--- src/gspl_pkg.sv ---
`timescale 1ns / 1ps
// ----------------------------------------------------------------------------
// gspl_pkg: shared types and tables for the gas sensor ppm linearizer
// Payload structs, fixed-point widths, compensation table, ppm curve and the
// reciprocal constants used in place of dividers.
// ----------------------------------------------------------------------------
package gspl_pkg;

	localparam int CURVE_POINTS = 19;
	localparam int TEMP_POINTS  = 6;
	localparam int HUMI_POINTS  = 5;

	localparam int TI_W = $clog2(TEMP_POINTS);
	localparam int HI_W = $clog2(HUMI_POINTS);
	localparam int HC_W = $clog2(HUMI_POINTS - 1);
	localparam int CK_W = $clog2(CURVE_POINTS);

	localparam int VOLT_W       = 14;
	localparam int TW_W         = 4;
	localparam int HW_W         = 6;
	localparam int RATIO_W      = 17;
	localparam int A_W          = 21;
	localparam int VR_W         = 34;
	localparam int N_W          = 33;
	localparam int NUM_W        = 26;
	localparam int RSHIFT       = 36;
	localparam int DEN_RECIP_W  = 29;
	localparam int DP_W         = NUM_W + DEN_RECIP_W;
	localparam int D_W          = 51;
	localparam int QPRE         = 12;
	localparam int N2_W         = N_W + QPRE;
	localparam int QUO_W        = 20;
	localparam int SPAN_W       = 13;
	localparam int X_W          = 23;
	localparam int SPAN_RECIP_W = 27;
	localparam int SP_W         = X_W + SPAN_RECIP_W;
	localparam int PPM_W        = 14;
	localparam int FLAG_W       = 6;

	localparam int FLAG_BELOW  = 0;
	localparam int FLAG_ABOVE  = 1;
	localparam int FLAG_T_HIGH = 2;
	localparam int FLAG_T_LOW  = 3;
	localparam int FLAG_H_HIGH = 4;
	localparam int FLAG_H_LOW  = 5;

	typedef enum logic [1:0] {
		REG_WIRE_DROP,
		REG_SUPPLY,
		REG_LOAD,
		REG_R0
	} cfg_reg_t;

	typedef enum logic [1:0] {
		RK_DIVIDE,
		RK_SAT,
		RK_ZERO
	} ratio_kind_t;

	typedef struct packed {
		logic [12:0]       load_voltage_mv;
		logic signed [7:0] temperature_c;
		logic [7:0]        humidity_pct;
	} sample_t;

	typedef struct packed {
		logic [PPM_W-1:0]  concentration_ppm;
		logic [FLAG_W-1:0] range_flags;
	} result_t;

	typedef struct packed {
		logic [N2_W-1:0]   num;
		logic [D_W-1:0]    den;
		ratio_kind_t       kind;
		logic [FLAG_W-1:0] flags;
	} comp_out_t;

	typedef struct packed {
		logic [QUO_W-1:0]  quo;
		ratio_kind_t       kind;
		logic [FLAG_W-1:0] flags;
	} quot_t;

	localparam logic signed [7:0] TEMP_AXIS [TEMP_POINTS] = '{-10, 0, 10, 20, 30, 40};
	localparam logic [7:0] HUMI_AXIS [HUMI_POINTS] = '{0, 20, 40, 65, 100};

	localparam logic [RATIO_W-1:0] COMP_TABLE [HUMI_POINTS][TEMP_POINTS] = '{
		'{122552, 117309, 114033, 110100, 108134, 105513},
		'{113377,  99615,  88474,  79299,  73400,  70124},
		'{110100,  95027,  81920,  72090,  64225,  60293},
		'{105513,  88474,  75366,  65536,  58982,  56361},
		'{101581,  85197,  72090,  62915,  56361,  54395}
	};

	localparam logic [PPM_W-1:0] CURVE_PPM [CURVE_POINTS] = '{
		500, 600, 700, 800, 900, 1000, 1300, 1700, 2000, 2100,
		3000, 4000, 4400, 5000, 6000, 7000, 8000, 9000, 10000
	};

	localparam logic [QUO_W-1:0] CURVE_RATIO [CURVE_POINTS] = '{
		98304, 91750, 85197, 78643, 72090, 65536, 58982, 52429, 47841, 45875,
		39322, 34734, 32768, 30802, 28180, 26870, 24904, 23593, 22938
	};

	localparam logic [63:0] RSCALE = 64'd1 << RSHIFT;

	// half the blend denominator per humidity cell (temperature span 10 times humidity span), for rounding
	localparam logic [7:0] DEN_HALF [HUMI_POINTS-1] = '{100, 100, 125, 175};

	localparam logic [DEN_RECIP_W-1:0] DEN_RECIP [HUMI_POINTS-1] = '{
		DEN_RECIP_W'((RSCALE + 64'd199) / 64'd200),
		DEN_RECIP_W'((RSCALE + 64'd199) / 64'd200),
		DEN_RECIP_W'((RSCALE + 64'd249) / 64'd250),
		DEN_RECIP_W'((RSCALE + 64'd349) / 64'd350)
	};

	// ceil(2^36 / span) for each curve segment
	localparam logic [SPAN_RECIP_W-1:0] SPAN_RECIP [CURVE_POINTS-1] = '{
		SPAN_RECIP_W'((RSCALE + 64'd6553) / 64'd6554),
		SPAN_RECIP_W'((RSCALE + 64'd6552) / 64'd6553),
		SPAN_RECIP_W'((RSCALE + 64'd6553) / 64'd6554),
		SPAN_RECIP_W'((RSCALE + 64'd6552) / 64'd6553),
		SPAN_RECIP_W'((RSCALE + 64'd6553) / 64'd6554),
		SPAN_RECIP_W'((RSCALE + 64'd6553) / 64'd6554),
		SPAN_RECIP_W'((RSCALE + 64'd6552) / 64'd6553),
		SPAN_RECIP_W'((RSCALE + 64'd4587) / 64'd4588),
		SPAN_RECIP_W'((RSCALE + 64'd1965) / 64'd1966),
		SPAN_RECIP_W'((RSCALE + 64'd6552) / 64'd6553),
		SPAN_RECIP_W'((RSCALE + 64'd4587) / 64'd4588),
		SPAN_RECIP_W'((RSCALE + 64'd1965) / 64'd1966),
		SPAN_RECIP_W'((RSCALE + 64'd1965) / 64'd1966),
		SPAN_RECIP_W'((RSCALE + 64'd2621) / 64'd2622),
		SPAN_RECIP_W'((RSCALE + 64'd1309) / 64'd1310),
		SPAN_RECIP_W'((RSCALE + 64'd1965) / 64'd1966),
		SPAN_RECIP_W'((RSCALE + 64'd1310) / 64'd1311),
		SPAN_RECIP_W'((RSCALE + 64'd654) / 64'd655)
	};

endpackage

--- src/gspl_curve.sv ---
`timescale 1ns / 1ps
// ----------------------------------------------------------------------------
// gspl_curve: ratio to ppm through the piecewise-linear curve
// Segment search by parallel compares, slope product, reciprocal scaling;
// the last stage is the result register.
// ----------------------------------------------------------------------------
module gspl_curve
	import gspl_pkg::*;
(
	input  logic    clk,
	input  logic    arst_n,
	input  logic    en,
	input  logic    in_valid,
	input  quot_t   quo,
	output logic    out_valid,
	output result_t result
);

	logic [QUO_W-1:0]        r_c;
	logic [CURVE_POINTS-1:0] le_c;
	logic [FLAG_W-1:0]       flags_c;

	always_comb begin
		case (quo.kind)
			RK_SAT:  r_c = '1;
			RK_ZERO: r_c = '0;
			default: r_c = quo.quo;
		endcase
		le_c = '0;
		for (int j = 1; j < CURVE_POINTS - 1; j++)
			le_c[j] = r_c <= CURVE_RATIO[j];
		flags_c = quo.flags;
		flags_c[FLAG_BELOW] = r_c > CURVE_RATIO[0];
		flags_c[FLAG_ABOVE] = r_c < CURVE_RATIO[CURVE_POINTS-1];
	end

	logic              valid_s1, valid_s2, valid_s3;
	logic [QUO_W-1:0]  r_s1;
	logic [CK_W-1:0]   k_s1, k_s2;
	logic              below_s1, below_s2;
	logic              top_s1, top_s2;
	logic [FLAG_W-1:0] flags_s1, flags_s2;
	logic [X_W-1:0]    x_s2;
	result_t           result_s3;

	logic [QUO_W-1:0]  diff_c;
	logic [PPM_W-1:0]  dx_c;
	logic [SP_W-1:0]   prod_c;

	always_comb begin
		diff_c = CURVE_RATIO[k_s1] - r_s1;
		dx_c   = CURVE_PPM[CK_W'(k_s1 + 1'b1)] - CURVE_PPM[k_s1];
		prod_c = SP_W'(x_s2) * SP_W'(SPAN_RECIP[k_s2]);
	end

	always_ff @(posedge clk or negedge arst_n) begin
		if (!arst_n) begin
			valid_s1 <= 1'b0;
			valid_s2 <= 1'b0;
			valid_s3 <= 1'b0;
		end else if (en) begin
			valid_s1 <= in_valid;
			valid_s2 <= valid_s1;
			valid_s3 <= valid_s2;
		end
	end

	always_ff @(posedge clk) begin
		if (en) begin
			r_s1     <= r_c;
			k_s1     <= CK_W'($countones(le_c));
			below_s1 <= r_c > CURVE_RATIO[0];
			top_s1   <= r_c <= CURVE_RATIO[CURVE_POINTS-1];
			flags_s1 <= flags_c;

			x_s2     <= X_W'(dx_c) * X_W'(diff_c[SPAN_W-1:0]);
			k_s2     <= k_s1;
			below_s2 <= below_s1;
			top_s2   <= top_s1;
			flags_s2 <= flags_s1;

			result_s3.range_flags <= flags_s2;
			if (below_s2)
				result_s3.concentration_ppm <= '0;
			else if (top_s2)
				result_s3.concentration_ppm <= CURVE_PPM[CURVE_POINTS-1];
			else
				result_s3.concentration_ppm <= CURVE_PPM[k_s2] + prod_c[RSHIFT +: PPM_W];
		end
	end

	assign out_valid = valid_s3;
	assign result    = result_s3;

endmodule

--- config.mk ---
export PLATFORM = sky130hd
export DESIGN_NAME = gspl_curve
export DESIGN_NICKNAME = d
export VERILOG_FILES = /design/src/gspl_pkg.sv /design/src/gspl_curve.sv
export SDC_FILE = /design/constraint.sdc
export NUM_CORES = 2
export LEC_CHECK = 0
export BUFFER_PORTS_ARGS = -buffer_cell sky130_fd_sc_hd__buf_2
export CAP_MARGIN = 20
export CORE_MARGIN = 2
export CORE_UTILIZATION = 50
export CTS_BUF_LIST = sky130_fd_sc_hd__clkbuf_8
export DETAILED_ROUTE_END_ITERATION = 10
export GPL_TIMING_DRIVEN = 0
export PLACE_DENSITY = 0.66
export SLEW_MARGIN = 5
export SYNTH_ARGS = -nofsm -noshare
export SYNTH_HDL_FRONTEND = slang
export SYNTH_SLANG_ARGS = --single-unit
--- constraint.sdc ---
create_clock -name clk -period 28.2 [get_ports clk]
set_input_delay 5.64 -clock clk [delete_from_list [all_inputs] [get_ports clk]]
set_output_delay 5.64 -clock clk [all_outputs]
set_load 0.01 [all_outputs]
==> flow_results.org <==
** Run status
- The run finished with clean final reports.

** STA
- Max Transition Viols Final :: 0
- Derived from the worst setup path, the maximum achievable clock frequency is about 0.08 GHz.
- Setup violations remaining at the end of the flow were counted as 0.
- The hold violation count in the final report came to 0.
- Relative slew margins :: between 20% and 30%
- Clock skew after layout :: roughly 0.014 ns
- Unrepaired setup endpoints after global routing :: no
- The worst path in the final design needs a cycle of about 13 ns, including I/O delays and setup.
- Setup Total Neg Slack :: 0 ns
- In the finished design, the share of the clock period the worst path needs comes to between 40% and 50%.
- Worst Tran Pin Value :: between 1 and 1.5 ns

** Global routing
- The number of antenna violations at the first check in global routing was 0.
- Number of global-route vias before repair :: 25000
- Global routing used between 20% and 30% of the available tracks across all layers.
- Entering global routing, the biggest net connects around 60 pins.
- Summed over all layers, the global routing overflow is 0.
- First-pass GRT wire length :: ~140 mm

** Layout
- Cells with a size suffix above 1 make up under 10% of the layout.
- Commonest non-fill, non-tap cells in the layout :: 804 x inv_1, 592 x fa_1, 479 x nand2_1, 305 x ha_1, 251 x and2_1
- Number of nets in the final layout :: between 4000 and 5000
- The number of antenna diodes in the final layout is 0.
- Area overhead of the layout relative to synthesis :: 4.82%
- Filler instances :: about 5600
- The library cell used most frequently in the layout, excluding fill and tap cells, is inv_1.
- Total area of multi-input combinational cells :: 23900 um^2
- Footprint of the flip-flops and latches :: between 2000 and 2500 um^2

** Critical path
- Dominant cell type by count on the critical path :: fa_1
- Critical Path Start Type :: register
- On the worst path, the slowest cell contributes a delay of between 0.8 and 0.9 ns.
- Crit-path max FO :: 11
- The worst setup path is captured at a register.
- Slowest stage cell on the critical path :: a221oi_1
- Counting cells, the worst reg-to-reg path comes to 40.
- Classification of the worst setup path :: reg2reg
- STA puts the critical path data arrival time at 12.68 ns.
- Required arrival time at the worst endpoint :: 28.36 ns

** Logic synthesis
- Yosys mapped the design onto 72 distinct sky130hd cell types.
- Among all flip-flop cells after synthesis, the most frequent one is edfxtp_1.
- Cell Area, Synth :: between 20000 and 30000 um^2
- Synthesized netlist cell count :: 3473
- Fraction of registers with async set/reset :: ~3.7%
- In this run the mean area of a mapped cell was 8.63 um^2.
- In this run, synthesis inferred 78 flip-flops with an integrated enable.
- Flop and latch count out of synthesis :: 81
- Sequential elements use under 10% of the synthesized area.
- Warning count from the yosys run :: 0
- Syn Nets :: around 4400

** CTS
- After clock tree synthesis, the setup repair step added 0 buffers.
- Post-cts gate resize count :: 0
- TritonCTS created 9 clock buffers.
- TritonCTS clock tree :: yes
- Root Driver :: clkbuf_8
- CTS built an H-tree with a depth of 3.
- Maximum buffer depth of the clock tree :: 2
- Worst skew pair latency :: 0.40 ns
- Number of clock sinks :: slightly above 80
- After clock tree synthesis, the clock-pin slew on the worst setup and hold paths is about 0.10 ns.
- Number of buffers inserted for hold repair after clock tree synthesis :: 0

** Place
- At the end of routability-driven placement, the weighted congestion stood at slightly above 1.
- Quantity of I/O buffers inserted on ports :: approximately 50
- Summed over all nets, the half-perimeter wirelength after detailed placement is ~73 mm.

** Route
- Antenna viol nets, final :: 0
- After detailed routing, the average wire length per cell comes to 20.4 um.
- Post-route DRC :: 0
- After detailed routing, the number of vias per cell comes to 5.54.
- The first detailed-routing pass ran for 6 iterations.
- Count of vias placed by the detailed router :: between 20000 and 25000
- Overall routed net length :: 87.8 mm
- DRT iter0 DRCs :: about 1900

** Floorplanning
- Effective utilization at floorplan :: 50.7%
- X dimension of the die :: approximately 250 um
- Core box area :: 59100 um^2
- I/O Pins :: between 50 and 60
- After floorplanning, the core was divided into 89 placement rows.
- Die ar. :: about 62000 um^2
- Die boundary height :: 249 um

** Hold path
- Worst Hold Path Cells :: 0
- The tightest min-delay check is of the reg2reg type.

** Flow run
- Max-cap violations in this run came to 0.
through the flow:
stage / hold WS [ns] / utilization [%] / instances / cell area, um^2 / setup WS, ns
finish: 0.419 / 53.1 / 4313 / 31400 / 15.68
floorplan: 0.400 / - / 3473 / 30000 / 16.99
global route: 0.418 / 53.1 / 4313 / 31400 / 15.21
global placement: 0.401 / 52.7 / 4295 / 31200 / 15.85
detailed placement: 0.405 / 52.8 / 4297 / 31200 / 15.97
CTS: 0.417 / 53.1 / 4313 / 31400 / 15.92
worst paths after layout:
kind	start	endpoint	slack [ns]
setup / recovery	k_s2[0]	result[19]	15.68
hold / removal	flags_s1[0]	flags_s2[0]	0.42
setup reg to reg	k_s2[0]	result[19]	15.68
hold reg to reg	flags_s1[0]	flags_s2[0]	0.42
max in group asynchronous	arst_n	out_valid	23.08
min in group asynchronous	arst_n	valid_s1	5.01
layer usage:
| metal | track usage (%) | vias to the layer above | wire [um] |
|---|---|---|---|
| met5 | 0 | - | 0 |
| met4 | 14.7 | 0 | 5160 |
| met3 | 4.12 | 241 | 6590 |
| met2 | 49.2 | 1057 | 41700 |
| met1 | 37.4 | 11900 | 34400 |
| li1 | - | 10700 | - |
cell usage after synthesis, types with 10 or more instances:
cell | n | area, um^2
inv_1 | 804 | 3020
fa_1 | 592 | 11900
nand2_1 | 479 | 1800
ha_1 | 305 | 3820
and2_1 | 251 | 1570
clkbuf_1 | 147 | 552
nor2_1 | 139 | 522
a21oi_1 | 108 | 541
o21ai_0 | 79 | 395
edfxtp_1 | 78 | 2340
xnor2_1 | 53 | 464
nor2b_1 | 51 | 319
nand3_1 | 34 | 170
nor3_1 | 34 | 170
xor2_1 | 27 | 236
nand2b_1 | 25 | 156
a31oi_1 | 21 | 131
and3_1 | 16 | 100
a21o_1 | 15 | 113
o31ai_1 | 15 | 113
nand4_1 | 13 | 81.3
o21a_1 | 13 | 97.6
buf_1 | 11 | 41.3
o211ai_1 | 11 | 82.6
o21bai_1 | 10 | 75.1
cells by family (layout without fill, tap and decap cells):
family | Yosys count | count (layout) | synth area share [%]
compound gates | 353 | 353 | 7.43
xor+xnor | 82 | 82 | 2.47
fa+ha+maj | 897 | 897 | 52.3
simple gates | 1088 | 1088 | 17.4
flops | 81 | 81 | 8.07
mux | 4 | 4 | 0.146
buf+inv | 968 | 1035 | 12.1
sequential cells by signal (all words and copies together) (netlist names):
signal / count
flags_s2: 6
flags_s1: 6
top_s1: 1
x_s2: 21
valid_s2: 1
k_s1: 5
valid_s1: 1
r_s1: 13
out_valid: 1
top_s2: 1
result: 20
k_s2: 5
critical path: cells and delay by family (launching register included):
family | cells | cell delay [ns]
compound gates | 12 | 3.52
buf+inv | 7 | 1.28
simple gates | 8 | 1.58
xor+xnor | 3 | 0.56
fa+ha+maj | 10 | 4.62
flops | 1 | 0.72
final cells by class:
cell class	count	share of cell area, %
Buffer	161	1.94
Clock buffer	9	0.394
Clock inverter	7	0.227
Inverter	807	9.65
Multi-Input combinational cell	2424	76.1
Sequential cell	81	7.70
Tap cell	773	3.08
Timing Repair Buffer	51	0.900
Power is not shown: default switching activity piles up to over one toggle a cycle in this logic, so the estimate is an artifact.
